### src/sv/scancode_key_state_tracker_core_macros.svh
// ----------------------------------------------------------------------------
// Scancode key state tracker assertion macros
// Shared concurrent assertion forms, clocked and reset-qualified.
// ----------------------------------------------------------------------------
`ifndef SCANCODE_KEY_STATE_TRACKER_CORE_MACROS_SVH
`define SCANCODE_KEY_STATE_TRACKER_CORE_MACROS_SVH

// same-cycle implication
`define SKTRK_ASSERT_IMP(label, clk, rst_n, ante, cons) \
	label: assert property (@(posedge clk) disable iff (!rst_n) (ante) |-> (cons)) \
		else $error("%m: assertion failed");

// next-cycle implication
`define SKTRK_ASSERT_NXT(label, clk, rst_n, ante, cons) \
	label: assert property (@(posedge clk) disable iff (!rst_n) (ante) |=> (cons)) \
		else $error("%m: assertion failed");

`endif

### src/sv/sktrk_pkg.sv
// ----------------------------------------------------------------------------
// Scancode key state tracker package
// Prefix state encoding and set 1 scancode constants.
// ----------------------------------------------------------------------------
package sktrk_pkg;

	typedef enum logic [2:0] {
		PFX_IDLE = 3'b001,
		PFX_EXT  = 3'b010,
		PFX_SKIP = 3'b100
	} prefix_t;

	localparam logic [7:0] SC_EXT   = 8'hE0;
	localparam logic [7:0] SC_SKIP1 = 8'hE1;
	localparam logic [7:0] SC_SKIP2 = 8'hE2;

	localparam int BYTE_W = 8;
	localparam int KEY_W  = 7;

endpackage

### src/sv/sktrk_in_if.sv
// ----------------------------------------------------------------------------
// Scancode key state tracker input channel
// Valid/ready channel carrying one byte or query item.
// ----------------------------------------------------------------------------
interface sktrk_in_if;
	logic                           valid;
	logic                           ready;
	logic                           op;
	logic [sktrk_pkg::BYTE_W-1:0]   scan_byte;
	logic [sktrk_pkg::KEY_W-1:0]    query_key;
	logic                           query_extended;

	modport source (output valid, output op, output scan_byte, output query_key,
		output query_extended, input ready);
	modport sink (input valid, input op, input scan_byte, input query_key,
		input query_extended, output ready);
endinterface

### src/sv/sktrk_out_if.sv
// ----------------------------------------------------------------------------
// Scancode key state tracker result channel
// Valid/ready channel carrying one result item.
// ----------------------------------------------------------------------------
interface sktrk_out_if;
	logic                        valid;
	logic                        ready;
	logic                        key_pressed;
	logic                        event_valid;
	logic [sktrk_pkg::KEY_W-1:0] event_key;
	logic                        event_extended;
	logic                        event_pressed;

	modport source (output valid, output key_pressed, output event_valid, output event_key,
		output event_extended, output event_pressed, input ready);
	modport sink (input valid, input key_pressed, input event_valid, input event_key,
		input event_extended, input event_pressed, output ready);
endinterface

### src/sv/sktrk_keymap.sv
// ----------------------------------------------------------------------------
// Scancode key state tracker key map
// One-bit-wide key map memory with per-entry valid bits cleared at reset,
// one write port and one registered read port with write-to-read bypass.
// ----------------------------------------------------------------------------
`include "scancode_key_state_tracker_core_macros.svh"

module sktrk_keymap #(
	parameter int KEY_COUNT = 96
) (
	input  logic                                        clk,
	input  logic                                        arst_n,
	input  logic                                        we,
	input  logic [((KEY_COUNT > 1) ? $clog2(KEY_COUNT) : 1)-1:0] waddr,
	input  logic                                        wdata,
	input  logic                                        re,
	input  logic [((KEY_COUNT > 1) ? $clog2(KEY_COUNT) : 1)-1:0] raddr,
	output logic                                        rdata
);

	logic                 mem [KEY_COUNT];
	logic [KEY_COUNT-1:0] vld_q;
	logic                 mem_rd_q;
	logic                 vld_rd_q;
	logic                 hit_q;
	logic                 hit_data_q;

	always_ff @(posedge clk or negedge arst_n) begin
		if (!arst_n) begin
			vld_q <= '0;
		end else if (we) begin
			vld_q[waddr] <= 1'b1;
		end
	end

	always_ff @(posedge clk) begin
		if (we) begin
			mem[waddr] <= wdata;
		end
		if (re) begin
			mem_rd_q   <= mem[raddr];
			vld_rd_q   <= vld_q[raddr];
			hit_q      <= we && (waddr == raddr);
			hit_data_q <= wdata;
		end
	end

	assign rdata = hit_q ? hit_data_q : (vld_rd_q & mem_rd_q);

	`SKTRK_ASSERT_NXT(a_bypass, clk, arst_n, we && re && (waddr == raddr), rdata == $past(wdata))
	`SKTRK_ASSERT_NXT(a_vld_set, clk, arst_n, we, vld_q[$past(waddr)])
	`SKTRK_ASSERT_NXT(a_unwritten, clk, arst_n, re && !vld_q[raddr] && !(we && (waddr == raddr)), !rdata)

endmodule

### src/sv/scancode_key_state_tracker_core.sv
// ----------------------------------------------------------------------------
// Scancode key state tracker core
// Set 1 scancode decoder keeping normal and extended key-down maps.
// ----------------------------------------------------------------------------
// Usage:
//   scan   : valid/ready sink. op 0 feeds scan_byte, op 1 reads bit query_key
//            of the normal or extended map (query_extended).
//   result : valid/ready source, exactly one item per accepted input item.
//            Byte items report the map entry they wrote on event_*; query
//            items report the map bit on key_pressed.
//   Path:    an accepted item passes the input register, then the result
//            register.
//   Throughput: one item per cycle while result does not stall; the prefix
//            register and map write finish within the single decode stage.
//   Reset: prefix returns to idle, both maps read as all released, both
//            register stages empty.
//   Stall: while result is held, the input stage keeps one more item, then
//            scan.ready drops until the result is taken.
// ----------------------------------------------------------------------------
`include "scancode_key_state_tracker_core_macros.svh"

module scancode_key_state_tracker_core #(
	parameter int KEY_COUNT = 96
) (
	input  logic         clk,
	input  logic         arst_n,
	sktrk_in_if.sink     scan,
	sktrk_out_if.source  result
);

	localparam int         AW        = (KEY_COUNT > 1) ? $clog2(KEY_COUNT) : 1;
	localparam logic [7:0] KEY_LIMIT = 8'(KEY_COUNT);

	logic                         valid_s1;
	logic                         op_s1;
	logic [sktrk_pkg::BYTE_W-1:0] byte_s1;
	logic                         qext_s1;
	logic                         qok_s1;

	logic                         out_valid_q;
	logic                         key_pressed_q;
	logic                         event_valid_q;
	logic [sktrk_pkg::KEY_W-1:0]  event_key_q;
	logic                         event_extended_q;
	logic                         event_pressed_q;

	sktrk_pkg::prefix_t prefix_q;
	sktrk_pkg::prefix_t prefix_next;

	logic          adv;
	logic          in_fire;
	logic          qok_in;
	logic          key_ok;
	logic          make;
	logic          dec_we_n;
	logic          dec_we_e;
	logic          we_n;
	logic          we_e;
	logic          ev_valid;
	logic          rd_n;
	logic          rd_e;
	logic [AW-1:0] key_idx;

	assign adv        = valid_s1 && (!out_valid_q || result.ready);
	assign scan.ready = !valid_s1 || adv;
	assign in_fire    = scan.valid && scan.ready;
	assign qok_in     = {1'b0, scan.query_key} < KEY_LIMIT;

	always_ff @(posedge clk or negedge arst_n) begin
		if (!arst_n) begin
			valid_s1 <= 1'b0;
		end else if (in_fire) begin
			valid_s1 <= 1'b1;
		end else if (adv) begin
			valid_s1 <= 1'b0;
		end
	end

	always_ff @(posedge clk) begin
		if (in_fire) begin
			op_s1   <= scan.op;
			byte_s1 <= scan.scan_byte;
			qext_s1 <= scan.query_extended;
			qok_s1  <= qok_in;
		end
	end

	// decode
	assign key_ok  = {1'b0, byte_s1[6:0]} < KEY_LIMIT;
	assign make    = !byte_s1[7];
	assign key_idx = byte_s1[AW-1:0];

	always_comb begin
		prefix_next = sktrk_pkg::PFX_IDLE;
		dec_we_n    = 1'b0;
		dec_we_e    = 1'b0;
		case (prefix_q)
			sktrk_pkg::PFX_EXT: begin
				dec_we_e = key_ok;
			end
			sktrk_pkg::PFX_IDLE: begin
				if (byte_s1 == sktrk_pkg::SC_EXT) begin
					prefix_next = sktrk_pkg::PFX_EXT;
				end else if (byte_s1 inside {sktrk_pkg::SC_SKIP1, sktrk_pkg::SC_SKIP2}) begin
					prefix_next = sktrk_pkg::PFX_SKIP;
				end else begin
					dec_we_n = key_ok;
				end
			end
			default: begin
				prefix_next = sktrk_pkg::PFX_IDLE;
			end
		endcase
	end

	assign we_n     = adv && !op_s1 && dec_we_n;
	assign we_e     = adv && !op_s1 && dec_we_e;
	assign ev_valid = !op_s1 && (dec_we_n || dec_we_e);

	always_ff @(posedge clk or negedge arst_n) begin
		if (!arst_n) begin
			prefix_q <= sktrk_pkg::PFX_IDLE;
		end else if (adv && !op_s1) begin
			prefix_q <= prefix_next;
		end
	end

	sktrk_keymap #(
		.KEY_COUNT (KEY_COUNT)
	) u_map_n (
		.clk    (clk),
		.arst_n (arst_n),
		.we     (we_n),
		.waddr  (key_idx),
		.wdata  (make),
		.re     (in_fire && qok_in),
		.raddr  (scan.query_key[AW-1:0]),
		.rdata  (rd_n)
	);

	sktrk_keymap #(
		.KEY_COUNT (KEY_COUNT)
	) u_map_e (
		.clk    (clk),
		.arst_n (arst_n),
		.we     (we_e),
		.waddr  (key_idx),
		.wdata  (make),
		.re     (in_fire && qok_in),
		.raddr  (scan.query_key[AW-1:0]),
		.rdata  (rd_e)
	);

	always_ff @(posedge clk or negedge arst_n) begin
		if (!arst_n) begin
			out_valid_q <= 1'b0;
		end else if (adv) begin
			out_valid_q <= 1'b1;
		end else if (result.ready) begin
			out_valid_q <= 1'b0;
		end
	end

	always_ff @(posedge clk) begin
		if (adv) begin
			key_pressed_q    <= op_s1 && qok_s1 && (qext_s1 ? rd_e : rd_n);
			event_valid_q    <= ev_valid;
			event_key_q      <= ev_valid ? byte_s1[6:0] : '0;
			event_extended_q <= ev_valid && dec_we_e;
			event_pressed_q  <= ev_valid && make;
		end
	end

	assign result.valid          = out_valid_q;
	assign result.key_pressed    = key_pressed_q;
	assign result.event_valid    = event_valid_q;
	assign result.event_key      = event_key_q;
	assign result.event_extended = event_extended_q;
	assign result.event_pressed  = event_pressed_q;

	`SKTRK_ASSERT_IMP(a_one_map, clk, arst_n, we_n || we_e, !(we_n && we_e))
	`SKTRK_ASSERT_NXT(a_ext_arm, clk, arst_n, adv && !op_s1 && (prefix_q == sktrk_pkg::PFX_IDLE) && (byte_s1 == sktrk_pkg::SC_EXT), prefix_q == sktrk_pkg::PFX_EXT)
	`SKTRK_ASSERT_NXT(a_pfx_clear, clk, arst_n, adv && !op_s1 && (prefix_q != sktrk_pkg::PFX_IDLE), prefix_q == sktrk_pkg::PFX_IDLE)
	`SKTRK_ASSERT_IMP(a_excl, clk, arst_n, result.valid && result.event_valid, !result.key_pressed)
	`SKTRK_ASSERT_NXT(a_s1_hold, clk, arst_n, valid_s1 && !adv, valid_s1)

endmodule

### src/flat_wrapper.sv
// flat-port wrapper written by rule: the top's interface ports become plain ports
module scancode_key_state_tracker_core_flat 
#(
	parameter int KEY_COUNT = 96
)
  (clk, arst_n, scan_valid, scan_op, scan_scan_byte, scan_query_key, scan_query_extended, scan_ready, result_valid, result_key_pressed, result_event_valid, result_event_key, result_event_extended, result_event_pressed, result_ready);
  sktrk_in_if scan_i ();
  sktrk_out_if result_i ();
  input  logic clk;
  input  logic arst_n;
  input wire logic [$bits(scan_i.valid)-1:0] scan_valid;
  input wire logic [$bits(scan_i.op)-1:0] scan_op;
  input wire logic [$bits(scan_i.scan_byte)-1:0] scan_scan_byte;
  input wire logic [$bits(scan_i.query_key)-1:0] scan_query_key;
  input wire logic [$bits(scan_i.query_extended)-1:0] scan_query_extended;
  output wire logic [$bits(scan_i.ready)-1:0] scan_ready;
  output wire logic [$bits(result_i.valid)-1:0] result_valid;
  output wire logic [$bits(result_i.key_pressed)-1:0] result_key_pressed;
  output wire logic [$bits(result_i.event_valid)-1:0] result_event_valid;
  output wire logic [$bits(result_i.event_key)-1:0] result_event_key;
  output wire logic [$bits(result_i.event_extended)-1:0] result_event_extended;
  output wire logic [$bits(result_i.event_pressed)-1:0] result_event_pressed;
  input wire logic [$bits(result_i.ready)-1:0] result_ready;
  assign scan_i.valid = scan_valid;
  assign scan_i.op = scan_op;
  assign scan_i.scan_byte = scan_scan_byte;
  assign scan_i.query_key = scan_query_key;
  assign scan_i.query_extended = scan_query_extended;
  assign scan_ready = scan_i.ready;
  assign result_valid = result_i.valid;
  assign result_key_pressed = result_i.key_pressed;
  assign result_event_valid = result_i.event_valid;
  assign result_event_key = result_i.event_key;
  assign result_event_extended = result_i.event_extended;
  assign result_event_pressed = result_i.event_pressed;
  assign result_i.ready = result_ready;
  scancode_key_state_tracker_core #(.KEY_COUNT(KEY_COUNT)) u_core (.clk(clk), .arst_n(arst_n), .scan(scan_i), .result(result_i));
endmodule
### config.mk
export PLATFORM = sky130hd
export DESIGN_NAME = scancode_key_state_tracker_core_flat
export DESIGN_NICKNAME = d
export VERILOG_FILES = /design/src/sv/sktrk_pkg.sv /design/src/sv/sktrk_in_if.sv /design/src/sv/sktrk_out_if.sv /design/src/sv/sktrk_keymap.sv /design/src/sv/scancode_key_state_tracker_core.sv /design/src/flat_wrapper.sv
export VERILOG_INCLUDE_DIRS = /design/src /design/src/sv
export SDC_FILE = /design/constraint.sdc
export NUM_CORES = 1
export LEC_CHECK = 0
export ABC_CLOCK_PERIOD_IN_PS = 3250
export BUFFER_PORTS_ARGS = -buffer_cell sky130_fd_sc_hd__buf_2
export CORE_ASPECT_RATIO = 1.5
export CORE_MARGIN = 10
export CORE_UTILIZATION = 49
export CTS_CLUSTER_DIAMETER = 50
export DETAILED_ROUTE_END_ITERATION = 8
export GPL_TIMING_DRIVEN = 0
export PLACE_DENSITY = 0.67
export SETUP_SLACK_MARGIN = 0.5
export SYNTH_ARGS = -nofsm -noshare
export SYNTH_HDL_FRONTEND = slang
export SYNTH_SLANG_ARGS = --single-unit
### constraint.sdc
create_clock -name clk -period 3.25 [get_ports clk]
set_clock_uncertainty 0.15 [all_clocks]
set_input_delay 0.975 -clock clk [delete_from_list [all_inputs] [get_ports clk]]
set_output_delay 0.975 -clock clk [all_outputs]
set_load 0.02 [all_outputs]
==> results.md, run 1 <==
- Status: finished, final reports clean
- Post-route cell area: 20050 µm²
- Largest area contributor in the netlist: edfxtp_1
- ANT cells: 0
- Register area share after synthesis: 0.6562
- R2R Path End: u_core.u_map_e.mem[26]
- Die area: 44120 µm²
- Mux share of post-synthesis cell area: 0.1348
- Worst skew pair latency: 0.55 ns
- Clock Tree Root: clkbuf_16
- Sum of negative setup slack: 0 ns
- Startpoint Class: input port
- Crit Path Max Fanout: 10
- Mapped Nets: 1233
- DIE HEIGHT: 252.3 µm
- Share of cells above drive strength 1: 0.2593
- RSZ-0062 raised after global routing: yes
- Largest net degree at the start of global routing: 117
- CP most frequent cell: buf_2
- Initial Utilization: 0.4933
- Die Wd: 174.9 µm
- Crit path cell chain: buf_2 -> buf_4 -> buf_2 -> mux4_2 -> mux2i_1 -> nand3_1 -> nand4_1 -> o211ai_1
- Max VDD drop: 0.0003991 V
- Layout area overhead: 13.74%
- I/O Buffers: 31
- Fin nets: 1315
- Area after DPL: 18500 µm²
- Post-Synth XOR/XNOR Area: 0.003975
- Core area: 35730 µm²
- Iteration-0 DRC Markers: 1122
- DRT Pass-1 Iters: 6
- Post-Synth Adder-Cell Area: 0
- Drt total wl: 49820 µm
- Buf+Inv Stages, Crit Path: 3
- Fin. Hold Viols: 0
- Crit end category: register
- Drt via density: 6.112
- Main combinational cell family by area after synthesis: multiplexers
- Netlist cell types: 46
- H-tree levels: 2
- Post-synth top area share: 0.3765
- Post-synthesis simple-gate area fraction: 0.1091
- Setup ws final: 0.4472 ns
- Crit path max-delay cell type: buf_2
- Yosys warnings: 0
- Top delay family on crit path: buffers and inverters
- Vias in the first global route: 11450
- Max Root-Sink Buffers: 3
- Cell depth of the worst flop-to-flop path: 7
- Cell Pwr Density: 560.1 nW/µm²
- CTS tree: yes
- CTS Hold Bufs: 0
- Slowest cell delay on critical path: 0.43 ns
- Crit path capture: u_core.u_map_e.vld_rd_q
- Clock sinks: 418
- GR Overflow Total: 0
- Synth Area in Compound Gates: 0.07005
- Most common cell in the netlist: edfxtp_1
- Synthesized instance count: 1212
- Post-synth EDFFs: 221
- Pre-CTS setup slack: -0.6541 ns
- Synth top area cells: edfxtp_1 (38%), dfrtp_1 (28%), mux4_2 (12%), o21bai_1 (5.1%), nor2_1 (4.3%)
- Synth Area per Inst: 14.54 µm²
- Post-Route Utilization: 0.5611
- R2r startpoint: u_core.byte_s1[5]
- Highest clock rate: 0.3568 GHz
- HP Class: input port to asynchronous set/reset pin
- Critical path launch point: scan_query_key[2]
- Fin crit period: 2.803 ns
- Synth cell count leaders: edfxtp_1 (221), nor2_1 (204), dfrtp_1 (196)
- Setup Viol. Count Final: 0
- Total CTS buffers: 39
- Design Power: 11230 µW
- Antenna-violating nets left: 0
- Final period util: 0.8624
- Worst slew margin: 0.4203
- Global-route wire length before repair: 74510 µm
- Slew Limit Fails: 0
- Cell Area, Synth: 17630 µm²
- CP required: 3.39 ns
- GRT Util Overall: 0.2267
- Worst EP arrival: 2.94 ns
- Filler cells: 2882
- Most used DFF post-synth: edfxtp_1
- #FFs+latches synth: 418
- Via count: 11010
- # rows: 85
- R2r setup slk: 0.53 ns
- Post-synth ARST share: 0.4713
- Critical path class: input port to register
- CP Depth: 8
- Routability-driven placement congestion ratio: 0.9296
- Leak: 0.007746 µW
- Total of max-cap violations: 0
- Worst Max-Slew Pin Slew: 0.8663 ns
- Dpl hpwl: 33220 µm
- Remaining DRCs: 0
- Antenna violations before repair: 0
- WL/cell: 27.66 µm
- IO Count: 34
- CTS clk-pin slew, worst paths: 0.07 ns
==> logic make-up (layout without fill, tap and decap cells) <==
group,Yosys count,in the layout
compound gates,166,166
xor+xnor,8,8
buf+inv,96,207
flops,418,418
mux,116,116
simple gates,408,408
==> repair_timing <==
action	CTS	global route
pin swaps	0	1
hold endpoints to repair	0	0
setup buffers	5	1
resized for setup	55	27
endpoints found under the setup margin	279	61
==> area by class of cell <==
class | instances | area [µm²] | area share
repair buffers | 41 | 297.8 | 0.01485
well taps | 478 | 598.1 | 0.02983
clock inverters | 14 | 132.6 | 0.006615
clock buffers | 56 | 1185 | 0.05910
plain buffers | 92 | 613.1 | 0.03058
inverters | 4 | 18.77 | 0.0009360
multi-input cells | 698 | 5638 | 0.2812
flip-flops and latches | 418 | 11570 | 0.5769
==> worst register-to-register path: stages (launching register included) <==
cell and delay, ns:
edfxtp_1 0.50, a21o_1 0.28, nor4_4 0.14, buf_4 0.20
and2_1 0.23, nand3_2 0.32, buf_2 0.39, nor2_1 0.22
==> stage by stage <==
| step | std cells | hold slack, ns |
|---|---|---|
| finish | 1801 | 0.2587 |
| global placement | 1721 | 0.2967 |
| detailed placement | 1725 | 0.2983 |
| floorplan | 1212 | 0.2837 |
| CTS | 1800 | 0.2800 |
| global route | 1801 | 0.2976 |
==> worst min path at each step <==
stage / startpoint / to / slack, ns / cells past startpoint
after floorplan: u_core.u_map_e.vld_q[14] / u_core.u_map_e.vld_q[14] / 0.28 / 1
after global placement: u_core.u_map_e.vld_q[45] / u_core.u_map_e.vld_q[45] / 0.30 / 1
after detailed placement: u_core.u_map_e.vld_q[94] / u_core.u_map_e.vld_q[94] / 0.30 / 1
after CTS: arst_n / u_core.u_map_n.vld_q[32] / 0.28 / 1
after global routing: arst_n / u_core.u_map_e.vld_q[36] / 0.30 / 1
final: arst_n / u_core.u_map_e.vld_q[36] / 0.26 / 1
==> power breakdown <==
| group | total (µW) | switching [µW] | internal, µW |
|---|---|---|---|
| clock network | 4730 | 2020 | 2710 |
| registers | 5760 | 55.5 | 5710 |
| logic | 740 | 461 | 279 |
==> routing by layer <==
layer	vias to the layer above	wire, µm	global-route usage
li1	4595	-	-
met1	5769	19000	0.2805
met2	495	23840	0.3596
met3	149	3372	0.04036
met4	0	3606	0.1518
met5	-	0	0
==> layout by cell type, fill, tap and decap left out, types with 4 or more instances in the layout <==
cell type  instances
a21oi_1            4
a22oi_1           16
and2_1            12
buf_12             6
buf_2             43
buf_4             14
buf_6             10
buf_8              6
clkbuf_1          43
clkbuf_16         43
clkbuf_2           9
clkbuf_4           8
clkbuf_8           6
clkinv_2           6
dfrtp_1          196
edfxtp_1         221
mux2i_1           18
mux4_2            97
nand2_1           42
nand2_2            4
nand2b_1           4
nand3_1           15
nand4_1           16
nor2_1           204
nor2b_1           16
nor3_1             4
o211ai_1           4
o21ai_0            4
o21bai_1         120
or2_2             75
xor2_1             5
==> state kept, by name, indices dropped and copies added, names as in the netlist, 3 cells and up <==
name	count
u_core.u_map_n.vld_q	96
u_core.u_map_n.mem	96
u_core.prefix_q	3
u_core.result.event_key	7
u_core.u_map_e.vld_q	96
u_core.u_map_e.mem	96
u_core.byte_s1	8
No activity file was read; power rests on OpenSTA's default activity.
==> run 2: changes to the inputs <==
--- a/config.mk
+++ b/config.mk
@@ -6,15 +6,14 @@
 export SDC_FILE = /design/constraint.sdc
 export NUM_CORES = 1
 export LEC_CHECK = 0
-export ABC_CLOCK_PERIOD_IN_PS = 3250
+export ABC_CLOCK_PERIOD_IN_PS = 3400
 export BUFFER_PORTS_ARGS = -buffer_cell sky130_fd_sc_hd__buf_2
 export CORE_ASPECT_RATIO = 1.5
 export CORE_MARGIN = 10
-export CORE_UTILIZATION = 49
+export CORE_UTILIZATION = 41
 export CTS_CLUSTER_DIAMETER = 50
 export DETAILED_ROUTE_END_ITERATION = 8
 export GPL_TIMING_DRIVEN = 0
-export PLACE_DENSITY = 0.67
 export SETUP_SLACK_MARGIN = 0.5
 export SYNTH_ARGS = -nofsm -noshare
 export SYNTH_HDL_FRONTEND = slang
==> constraint.sdc (replaced) <==
create_clock -name clk -period 3.4 [get_ports clk]
set_clock_uncertainty 0.15 [all_clocks]
set_input_delay 1.02 -clock clk [delete_from_list [all_inputs] [get_ports clk]]
set_output_delay 1.02 -clock clk [all_outputs]
set_load 0.02 [all_outputs]
==> run 2 against run 1 <==
Count of clock-buffer cells in the layout up 7. Worst setup slack better by 0.052 ns. Final area up 0.17%. Largest cell class unchanged.
==> results.md, run 2 (same netlist as run 1, synthesis figures left out) <==
- Status: finished, final reports clean (unchanged)
- R2r setup slk: 0.58 ns (was 0.53 ns)
- Drt via density: 5.725 (was 6.112)
- Pre-CTS setup slack: -0.6685 ns (was -0.6541 ns)
- Crit path cell chain: clkbuf_2 -> clkbuf_4 -> buf_4 -> mux4_2 -> a22oi_1 -> nand3_1 -> o2111ai_2 -> nand4_1 (was buf_2 -> buf_4 -> buf_2 -> mux4_2 -> mux2i_1 -> nand3_1 -> nand4_1 -> o211ai_1)
- Max Root-Sink Buffers: 3 (unchanged)
- Cell Pwr Density: 532.6 nW/µm² (was 560.1 nW/µm²)
- Antenna violations before repair: 1 (was 0)
- WL/cell: 27.06 µm (was 27.66 µm)
- Highest clock rate: 0.3448 GHz
- Core area: 42700 µm² (was 35730 µm²)
- CTS Hold Bufs: 0 (unchanged)
- Final period util: 0.8531
- Commonest non-fill, non-tap cell in the layout: edfxtp_1 (unchanged)
- Buf+Inv Stages, Crit Path: 3 (unchanged)
- Setup Viol. Count Final: 0 (unchanged)
- # rows: 93 (was 85)
- H-tree levels: 2 (unchanged)
- Total CTS buffers: 40 (was 39)
- Crit end category: register (unchanged)
- Clock Tree Root: clkbuf_16 (unchanged)
- Post-route cell area: 20080 µm² (was 20050 µm²)
- Worst slew margin: 0.2960 (was 0.4203)
- Die area: 51860 µm² (was 44120 µm²)
- RSZ-0062 raised after global routing: yes (unchanged)
- Antenna-violating nets left: 0 (unchanged)
- GR Overflow Total: 0 (unchanged)
- DRT Pass-1 Iters: 5 (was 6)
- Hold Path Origin: u_core.u_map_e.vld_q[37]
- R2R Path End: u_core.u_map_n.mem[47] (was u_core.u_map_e.mem[26])
- Vias in the first global route: 11250 (was 11450)
- Top delay family on crit path: buffers and inverters (unchanged)
- Slew Limit Fails: 0 (unchanged)
- R2r startpoint: u_core.byte_s1[6] (was u_core.byte_s1[5])
- Share of cells above drive strength 1: 0.2570 (was 0.2593)
- Max VDD drop: 0.0002916 V (was 0.0003991 V)
- CTS clk-pin slew, worst paths: 0.06 ns (was 0.07 ns)
- Worst skew pair latency: 0.55 ns (about the same)
- Critical path class: input port to register (unchanged)
- CTS tree: yes (unchanged)
- Fin crit period: 2.901 ns
- Cell depth of the worst flop-to-flop path: 6 (was 7)
- Crit path max-delay cell type: mux4_2 (was buf_2)
- CP required: 3.53 ns (was 3.39 ns)
- HP Class: register to register (was input port to asynchronous set/reset pin)
- Routability-driven placement congestion ratio: 0.9108 (was 0.9296)
- Hold Path Depth: 1
- Global-route wire length before repair: 75810 µm (was 74510 µm)
- Area after DPL: 18600 µm² (was 18500 µm²)
- Largest net degree at the start of global routing: 113 (was 117)
- ANT cells: 0 (unchanged)
- Via count: 10840 (was 11010)
- Drt total wl: 51230 µm (was 49820 µm)
- Initial Utilization: 0.4128 (was 0.4933)
- Worst Max-Slew Pin Slew: 1.056 ns (was 0.8663 ns)
- I/O Buffers: 31 (unchanged)
- Crit Path Max Fanout: 10 (unchanged)
- Hold Path Sink: u_core.u_map_e.vld_q[37]
- Total of max-cap violations: 0 (unchanged)
- Post-Route Utilization: 0.4703 (was 0.5611)
- Setup ws final: 0.4995 ns (was 0.4472 ns)
- Layout area overhead: 13.93% (was 13.74%)
- Dpl hpwl: 34670 µm (was 33220 µm)
- Worst EP arrival: 3.03 ns (was 2.94 ns)
- DIE HEIGHT: 274.0 µm (was 252.3 µm)
- Slowest cell delay on critical path: 0.37 ns (was 0.43 ns)
- Finished Layout Cells: 1893 (was 1801)
- Highest-count cells in the layout ignoring fill and taps: edfxtp_1 (221), nor2_1 (204), dfrtp_1 (196) (unchanged)
- Startpoint Class: input port (unchanged)
- Fin. Hold Viols: 0 (unchanged)
- IO Count: 34 (unchanged)
- Clock sinks: 418 (unchanged)
- GRT Util Overall: 0.1987 (was 0.2267)
- Iteration-0 DRC Markers: 1090 (was 1122)
- Fin nets: 1314 (was 1315)
- Inst Count DP: 1817 (was 1725)
- Remaining DRCs: 0 (unchanged)
- Leak: 0.007707 µW (was 0.007746 µW)
- Die Wd: 189.3 µm (was 174.9 µm)
run 2: changes by cell type in the layout (fill, tap and decap cells not counted), sizes merged:
cell / change
clkinv: -2
clkinvlp: -1
bufinv: -2
buf: -2
clkbuf: +7
run 2: worst max-delay path by stage:
stage,start,endpoint,depth (start not counted)
floorplan,scan_query_key[1],u_core.u_map_e.mem_rd_q,9
global placement,arst_n,u_core.u_map_e.vld_q[16],1
detailed placement,scan_query_key[2],u_core.u_map_e.mem_rd_q,8
CTS,scan_query_key[1],u_core.u_map_e.mem_rd_q,8
global route,scan_query_key[1],u_core.u_map_e.mem_rd_q,8
finish,scan_query_key[1],u_core.u_map_e.mem_rd_q,8
run 2: metal layers:
layer / up-vias / share of wire / track usage
met4: 2 / 0.053 / 0.1003
met1: 5684 / 0.40 / 0.2461
met2: 435 / 0.50 / 0.3349
met3: 121 / 0.055 / 0.02785
li1: 4596 / - / -
met5: - / 0.00025 / 0
run 2: repair_timing:
item                                    CTS  global route
pin swaps                                 0             1
buffers inserted                          2             2
hold endpoints to repair                  0             0
gates resized for setup                  41            43
endpoints found under the setup margin  206           162
run 2: final cells by class:
| cell class | count | area, µm² |
|---|---|---|
| clock inverter | 9 | 55.05 |
| inverter | 4 | 18.77 |
| timing repair buffer | 39 | 282.8 |
| tap | 570 | 713.2 |
| sequential | 418 | 11570 |
| multi-input combinational | 698 | 5645 |
| clock buffer | 63 | 1250 |
| buffer | 92 | 551.8 |
| fill | 3784 | 22620 |
run 2: worst register-to-register path, stage by stage (launching register included):
cell and delay, ns:
edfxtp_1 0.52, a21o_1 0.28, nor4_4 0.27, buf_4 0.20, nand4_1 0.31, clkbuf_2 0.49, nor2_1 0.30
run 2: where the power goes:
group,internal (µW),total (µW),switching (µW)
Clock,2540,4490,1950
Combinational,260,703,443
Sequential,5450,5510,51.9
Total,8250,10700,2440
run 2: stage by stage:
step | TNS [ns] | hold WS, ns | total power [µW]
global route | 0 | 0.3251 | 10990
global placement | -487.98 | 0.2957 | 6275
detailed placement | -26.52 | 0.2986 | 6290
CTS | 0 | 0.3157 | 10730
floorplan | 0 | 0.2837 | 6009
finish | 0 | 0.3128 | 10700
